[config.mk]
export PLATFORM = sky130hd
export DESIGN_NAME = lfre_ctrl
export DESIGN_NICKNAME = d
export VERILOG_FILES = /design/src/design/lfre_pkg.sv /design/src/design/lfre_ctrl.sv
export SDC_FILE = /design/constraint.sdc
export NUM_CORES = 1
export LEC_CHECK = 0
export CAP_MARGIN = 20
export CORE_AREA = 2 2 39 41
export DETAILED_ROUTE_END_ITERATION = 8
export DIE_AREA = 0 0 41 43
export DONT_BUFFER_PORTS = 1
export HOLD_SLACK_MARGIN = 0.03
export PLACE_DENSITY = 0.42
export SLEW_MARGIN = 20
export SYNTH_ARGS = -nofsm -noshare
export SYNTH_HDL_FRONTEND = slang
export SYNTH_SLANG_ARGS = --single-unit
[constraint.sdc]
create_clock -name clk -period 3.45 [get_ports clk]
set_input_delay 1.035 -clock clk [delete_from_list [all_inputs] [get_ports clk]]
set_output_delay 1.035 -clock clk [all_outputs]
set_load 0.005 [all_outputs]
[src/design/lfre_pkg.sv]
// Package for the LED frame rotate and encode block.
// Holds sizes, input kind codes, register indices, controller state type and command/status structs; no dependencies.
`timescale 1ns / 1ps

package lfre_pkg;

  localparam int MaxPixels    = 256;
  localparam int BitsPerPixel = 24;
  localparam int AddrW        = $clog2(MaxPixels);
  localparam int LenW         = $clog2(MaxPixels + 1);
  localparam int BitW         = $clog2(BitsPerPixel);

  localparam logic [1:0] KIND_WRITE    = 2'd0;
  localparam logic [1:0] KIND_ENCODE   = 2'd1;
  localparam logic [1:0] KIND_ROTATE   = 2'd2;
  localparam logic [1:0] KIND_RESERVED = 2'd3;

  localparam logic [1:0] REG_FRAME_LENGTH = 2'd0;
  localparam logic [1:0] REG_CMP_SET      = 2'd1;
  localparam logic [1:0] REG_CMP_CLEAR    = 2'd2;

  typedef enum logic [3:0] {
    ST_IDLE,
    ST_ENC_READ,
    ST_ENC_EMIT,
    ST_MOD,
    ST_ROT_READ,
    ST_ROT_WAIT,
    ST_ROT_COPY
  } state_t;

  // Commands from controller to datapath.
  typedef struct packed {
    logic load_item;   // capture input beat
    logic mod_start;   // begin amount mod length
    logic mem_rd_src;  // read the rotation buffer at the current index
    logic capture_px;  // register pixel read data
    logic shift_bit;   // advance to next pixel bit
    logic rot_step;    // store rotated entry and advance index
    logic rot_wr;      // write back from buffer
  } cmd_t;

  // Status from datapath to controller.
  typedef struct packed {
    logic mod_done;
    logic rot_null;    // rotation leaves store unchanged
    logic rot_last;    // last entry of this phase
    logic bit_last;
  } status_t;

endpackage

[src/design/lfre_ctrl.sv]
// Controller state machine for the LED frame block.
// Depends on lfre_pkg for state and command types.
`timescale 1ns / 1ps

module lfre_ctrl (
  input  logic               clk,
  input  logic               rst,
  input  logic               in_valid,
  input  logic [1:0]         in_kind,
  output logic               in_ready,
  input  logic               out_ready,
  output logic               out_valid,
  input  lfre_pkg::status_t  status,
  output lfre_pkg::cmd_t     cmd
);

  lfre_pkg::state_t state, state_next;
  logic             rot_phase2, rot_phase2_next;
  logic             accept;

  assign accept = in_valid && in_ready;

  // Next state.
  always_comb begin
    state_next = state;
    rot_phase2_next = rot_phase2;
    unique case (state)
      lfre_pkg::ST_IDLE: begin
        if (accept) begin
          if (in_kind == lfre_pkg::KIND_ENCODE) state_next = lfre_pkg::ST_ENC_READ;
          else if (in_kind == lfre_pkg::KIND_ROTATE) state_next = lfre_pkg::ST_MOD;
        end
      end
      lfre_pkg::ST_ENC_READ: state_next = lfre_pkg::ST_ENC_EMIT;
      lfre_pkg::ST_ENC_EMIT: begin
        if (out_ready && status.bit_last) state_next = lfre_pkg::ST_IDLE;
      end
      lfre_pkg::ST_MOD: begin
        if (status.mod_done) begin
          rot_phase2_next = 1'b0;
          state_next = status.rot_null ? lfre_pkg::ST_IDLE : lfre_pkg::ST_ROT_READ;
        end
      end
      lfre_pkg::ST_ROT_READ: state_next = lfre_pkg::ST_ROT_WAIT;
      lfre_pkg::ST_ROT_WAIT: state_next = lfre_pkg::ST_ROT_COPY;
      lfre_pkg::ST_ROT_COPY: begin
        state_next = lfre_pkg::ST_ROT_READ;
        if (status.rot_last) begin
          if (rot_phase2) state_next = lfre_pkg::ST_IDLE;
          else rot_phase2_next = 1'b1;
        end
      end
      default: state_next = lfre_pkg::ST_IDLE;
    endcase
  end

  // Outputs.
  always_comb begin
    cmd = '0;
    in_ready = 1'b0;
    out_valid = 1'b0;
    unique case (state)
      lfre_pkg::ST_IDLE: begin
        in_ready = 1'b1;
        cmd.load_item = in_valid;
        cmd.mod_start = in_valid && (in_kind == lfre_pkg::KIND_ROTATE);
      end
      lfre_pkg::ST_ENC_READ: cmd.capture_px = 1'b1;
      lfre_pkg::ST_ENC_EMIT: begin
        out_valid = 1'b1;
        cmd.shift_bit = out_ready;
      end
      lfre_pkg::ST_ROT_READ: cmd.mem_rd_src = 1'b1;
      lfre_pkg::ST_ROT_COPY: begin
        cmd.rot_step = !rot_phase2;
        cmd.rot_wr = rot_phase2;
      end
      default: ;
    endcase
  end

  always_ff @(posedge clk) begin
    if (rst) begin
      state <= lfre_pkg::ST_IDLE;
      rot_phase2 <= 1'b0;
    end else begin
      state <= state_next;
      rot_phase2 <= rot_phase2_next;
    end
  end

endmodule

==> flow_summary.ini, run 1 <==
[status]
status = complete, no violations

[routing]
dr.pass1.iters = 4
vias = 309
wl_per_cell_um = 12.3
drt_iter0_markers = 1
final_antenna_net_count = 0
drc_errors = 0
vias_per_cell = 4.98
totalWireLength_um = 763

[sta]
hold_violations = 0
max_freq_mhz = 414
maxSlewHeadroom_pct = 66.4
rsz0062_at_grt = false
setup_tns_ps = 0
min_period_over_period_pct = 70.0
holdWs_ps = 574
setup_ws_ps = 1030
slew_viol_final = 0
setup_viol_count_final = 0
finClkSkew_ps = 3.30
worst_pin_slew_ps = 504
period_needed_ps = 2420

[logic_synthesis]
yosys-top-cells-area = dfxtp_1 (22%), ha_1 (6.7%), buf_6 (6.1%)
yosysWarnings = 0
synth_top_area_share_pct = 21.5
synth.net_count = 58
syn_area_um2 = 372
ys_types = 24
syn_inst = 46
yosysTopAreaCell = dfxtp_1
seq_area_frac_synth_pct = 21.5
synth-seq-cells = 4
synth.avg_cell_area_um2 = 8.08

[die]
fp.dieH_um = 43
dieArea_um2 = 1760
pin_count = 19
die_w_um = 41
start_util_pct = 26.9
core_um2 = 1380
rows = 14

[critical_path]
start_kind = input port
path_buf_inv = 1
critPathKind = input port to output pin
cp.depth = 3
worst_ep_arrival_time_ps = 1380
cp_slowest_cell = ha_1
required_ps = 2410
r2r_cells = 3
max_stage_delay_ps = 170
critical_path.top_delay_family = adder cells
crit_chain = inv_1, ha_1, and3_1
crit_path_max_fanout = 2
endpoint_kind = output pin

[grt]
grt_pass1_vias = 274
grt.total_usage_pct = 9.72
grt_pass1_wl_um = 1120
grt_overflow = 0
antenna_found_initial = 0
grt_max_degree = 15

[clock_network]
tritoncts = done
clk_path_buf_depth = 2
clk_pin_slew_worst_paths_ps = 40
htree_levels = 1
clock_latency_ps = 230
cts_resized = 0
postCtsHoldBufs = 0
clock-sinks = 4
cts_root_buf = clkbuf_4
numCtsBuffers = 3
cts_setup_buffers = 0

[power_and_ir_drop]
power_frac_clock_pct = 41.8
switching_share_pct = 27.3
p_per_area_nw_per_um2 = 356
ir_drop_v = 0.0000833
p_comb_share_pct = 16.7
p_sw_mw = 0.0374
leakagePower_nw = 0.158
p_int_mw = 0.0995
pwr-share-seq_pct = 41.5

[layout]
design_area_um2 = 384
syn_to_final_growth_pct = 3.37
instances_no_fill = 62
layout-drive-gt1-share_pct = 17.4
nets = 60
nFillCells = 166
num_antenna_cells = 0

[hold_path]
hold_class = flip-flop to flip-flop
holdPathStages = 2

[job]
maxCapViolations = 0

[placement]
dpl.hpwl_um = 564
port_buffers = 0
dp.cells = 59
gp_congestion = 0.685
dpl_cell_area_um2 = 362
pre_cts_ws_ps = 1030
==> power groups by stage <==
stage	clock network (mW)	registers [mW]	logic, mW
2_1_floorplan	0	0.0516	0.0277
3_3_place_gp	0	0.0574	0.0232
3_5_place_dp	0	0.0574	0.0231
4_1_cts	0.0612	0.0566	0.0233
5_1_grt	0.0636	0.0574	0.0264
6_report	0.0572	0.0569	0.0228
==> final timing paths <==
kind | from | to | slack [ps]
setup / recovery | in_kind[0] | cmd[5] | 1030
hold reg to reg | rot_phase2 | rot_phase2 | 570
setup reg to reg | state[1] | state[2] | 2130
hold / removal | rot_phase2 | rot_phase2 | 570
==> metrics by stage <==
stage                     utilization, %  total power [mW]
final                               27.8             0.137
after global routing                27.8             0.147
after CTS                           27.8             0.141
after detailed placement            26.1            0.0805
after global placement              26.1            0.0806
after floorplan                        -            0.0793
==> Yosys cell counts <==
library cell / instances
dfxtp_1: 4
inv_1: 4
nand2_1: 4
a21oi_1: 3
and3_1: 3
nor2_1: 3
nor2b_1: 3
a31oi_1: 2
and2_1: 2
buf_6: 2
ha_1: 2
nor3_1: 2
and4bb_1: 1
buf_4: 1
nand3_1: 1
nand3_2: 1
nand3b_1: 1
nor2b_4: 1
nor3_2: 1
nor3b_2: 1
o211ai_1: 1
o21ai_0: 1
o21bai_1: 1
o41ai_2: 1
==> kinds of logic (layout without fill, tap and decap cells) <==
group	Yosys count	in the layout	share of synthesized area, %
adders and majority gates	2	2	6.73
buffers and inverters	7	7	12.1
and+or+nand+nor	24	24	42.4
DFF	4	4	21.5
AOI/OAI and AO/OA	9	9	17.2
==> worst min-delay path, delay by kind of cell (launching register included) <==
kind | cells | cell delay (ps)
AOI/OAI and AO/OA | 1 | 140
DFF | 1 | 340
and+or+nand+nor | 1 | 50
==> cell usage in the layout (no fill, tap or decap) <==
cell	n
and4bb_1	1
o21bai_1	1
a31oi_1	2
o41ai_2	1
nor3_2	1
inv_1	4
and3_1	3
dfxtp_1	4
nand3_2	1
nor3b_2	1
a21oi_1	3
nand3b_1	1
o21ai_0	1
ha_1	2
nor3_1	2
nor2b_1	3
nor2_1	3
nor2b_4	1
nand3_1	1
clkbuf_4	3
nand2_1	4
and2_1	2
o211ai_1	1
==> registers in the layout (all words and copies together) (netlist names) <==
| signal | cells |
|---|---|
| state | 3 |
| rot_phase2 | 1 |
==> routing by layer <==
layer / GRT usage (%) / routed length [µm]
met1: 13.1 / 345
met2: 11.9 / 345
met3: 1.57 / 72
met4: 10.0 / 0
met5: 0 / 0
==> layout make-up <==
| class | count | area, µm² | share of cell area, % |
|---|---|---|---|
| clock buffers | 3 | 22.5 | 5.86 |
| flip-flops and latches | 4 | 80.1 | 20.8 |
| inverters | 4 | 15.0 | 3.91 |
| multi-input cells | 35 | 246 | 64.2 |
| well taps | 16 | 20.0 | 5.21 |
(Power assumes the default switching activity.)
==> run 2: changes to the inputs <==
==> constraint.sdc (replaced) <==
create_clock -name clk -period 2.4 [get_ports clk]
set_input_delay 0.72 -clock clk [delete_from_list [all_inputs] [get_ports clk]]
set_output_delay 0.72 -clock clk [all_outputs]
set_load 0.005 [all_outputs]
==> flow_summary.ini, run 2 (synthesis results as in run 1) <==
[critical_path]
critPathKind = flip-flop to output pin
crit_chain = nor2b_1, and3_1
crit_path_max_fanout = 10
worst_ep_arrival_time_ps = 1250
required_ps = 1680
max_stage_delay_ps = 590
cp_slowest_cell = dfxtp_1
start_kind = flip-flop
endpoint_kind = output pin

[hold_path]
hold_class = input port to flip-flop

[power_and_ir_drop]
ir_drop_v = 0.000140
leakagePower_nw = 0.163
p_per_area_nw_per_um2 = 510

[placement]
gp_congestion = 0.690
dpl.hpwl_um = 576
pre_cts_ws_ps = 610
port_buffers = 0
dpl_cell_area_um2 = 369

[sta]
finClkSkew_ps = 2.30
rsz0062_at_grt = false
setup_tns_ps = 0
max_freq_mhz = 507
holdWs_ps = 550
min_period_over_period_pct = 82.2
slew_viol_final = 0
setup_viol_count_final = 0
period_needed_ps = 1970
setup_ws_ps = 428
maxSlewHeadroom_pct = 70.1
worst_pin_slew_ps = 448
hold_violations = 0

[grt]
grt_pass1_wl_um = 1120
grt_overflow = 0
grt_max_degree = 13
grt_pass1_vias = 263
antenna_found_initial = 0
grt.total_usage_pct = 9.83

[routing]
totalWireLength_um = 764
wl_per_cell_um = 12.1
vias_per_cell = 4.90
dr.pass1.iters = 3
vias = 309
drt_iter0_markers = 9
final_antenna_net_count = 0
drc_errors = 0

[die]
dieArea_um2 = 1760
start_util_pct = 26.9
fp.dieH_um = 43
pin_count = 19
core_um2 = 1380
die_w_um = 41
rows = 14

[clock_network]
htree_levels = 1
clk_path_buf_depth = 2
cts_setup_buffers = 0
cts_root_buf = clkbuf_4
cts_resized = 0
numCtsBuffers = 3
tritoncts = done
clock-sinks = 4
postCtsHoldBufs = 0
clock_latency_ps = 230
clk_pin_slew_worst_paths_ps = 40

[status]
status = complete, no violations

[job]
maxCapViolations = 0

[layout]
top_regs = state (3), rot_phase2 (1)
multi_input_area_um2 = 246
regArea_um2 = 80.1
layout_common_cells = inv_1 (4), nand2_1 (4), dfxtp_1 (4)
layout-drive-gt1-share_pct = 19.1
nFillCells = 151
top_register = state
fin_util_pct = 28.3
num_antenna_cells = 0
design_area_um2 = 392
largest_reg_flops = 3
syn_to_final_growth_pct = 5.39
nets = 61
-- run 2: cell count changes in the layout (fill, tap and decap cells not counted), sizes merged --
cell	previous run	this run
buf	0	1
-- run 2: critical path, delay by kind of cell, from the launching register on --
family | cells | cell delay (ps)
simple gates | 2 | 440
flops | 1 | 590
-- run 2: metrics by stage --
stage	total power [mW]	cells
floorplan	0.114	46
global placement	0.119	60
detailed placement	0.118	60
CTS	0.204	63
global route	0.210	63
finish	0.200	63
-- run 2: power breakdown --
group          leakage (nW)  switching, mW  total [mW]  internal [mW]
registers            0.0325        0.00754      0.0775         0.0700
logic                 0.117         0.0199      0.0392         0.0194
clock network        0.0138         0.0272      0.0831         0.0559
-- run 2: per-layer routing --
| layer | global-route usage (%) | up-vias | wire length, µm |
|---|---|---|---|
| met2 | 11.3 | 15 | 295 |
| met5 | 0 | - | 0 |
| met3 | 1.57 | 4 | 64 |
| li1 | - | 161 | - |
| met4 | 10.0 | 0 | 31 |
| met1 | 14.1 | 129 | 371 |
-- run 2: layout make-up --
type	instances	area share, %
multi-input cells	35	62.9
repair buffers	1	1.92
flip-flops and latches	4	20.4
clock buffers	3	5.75
inverters	4	3.83
well taps	16	5.11
-- run 2: worst paths after layout --
check	to	slack [ps]	from	cells after the start
hold / removal	state[0]	550	rst	1
hold reg to reg	rot_phase2	580	rot_phase2	2
setup reg to reg	state[2]	1180	state[2]	3
setup / recovery	cmd[0]	430	state[2]	2
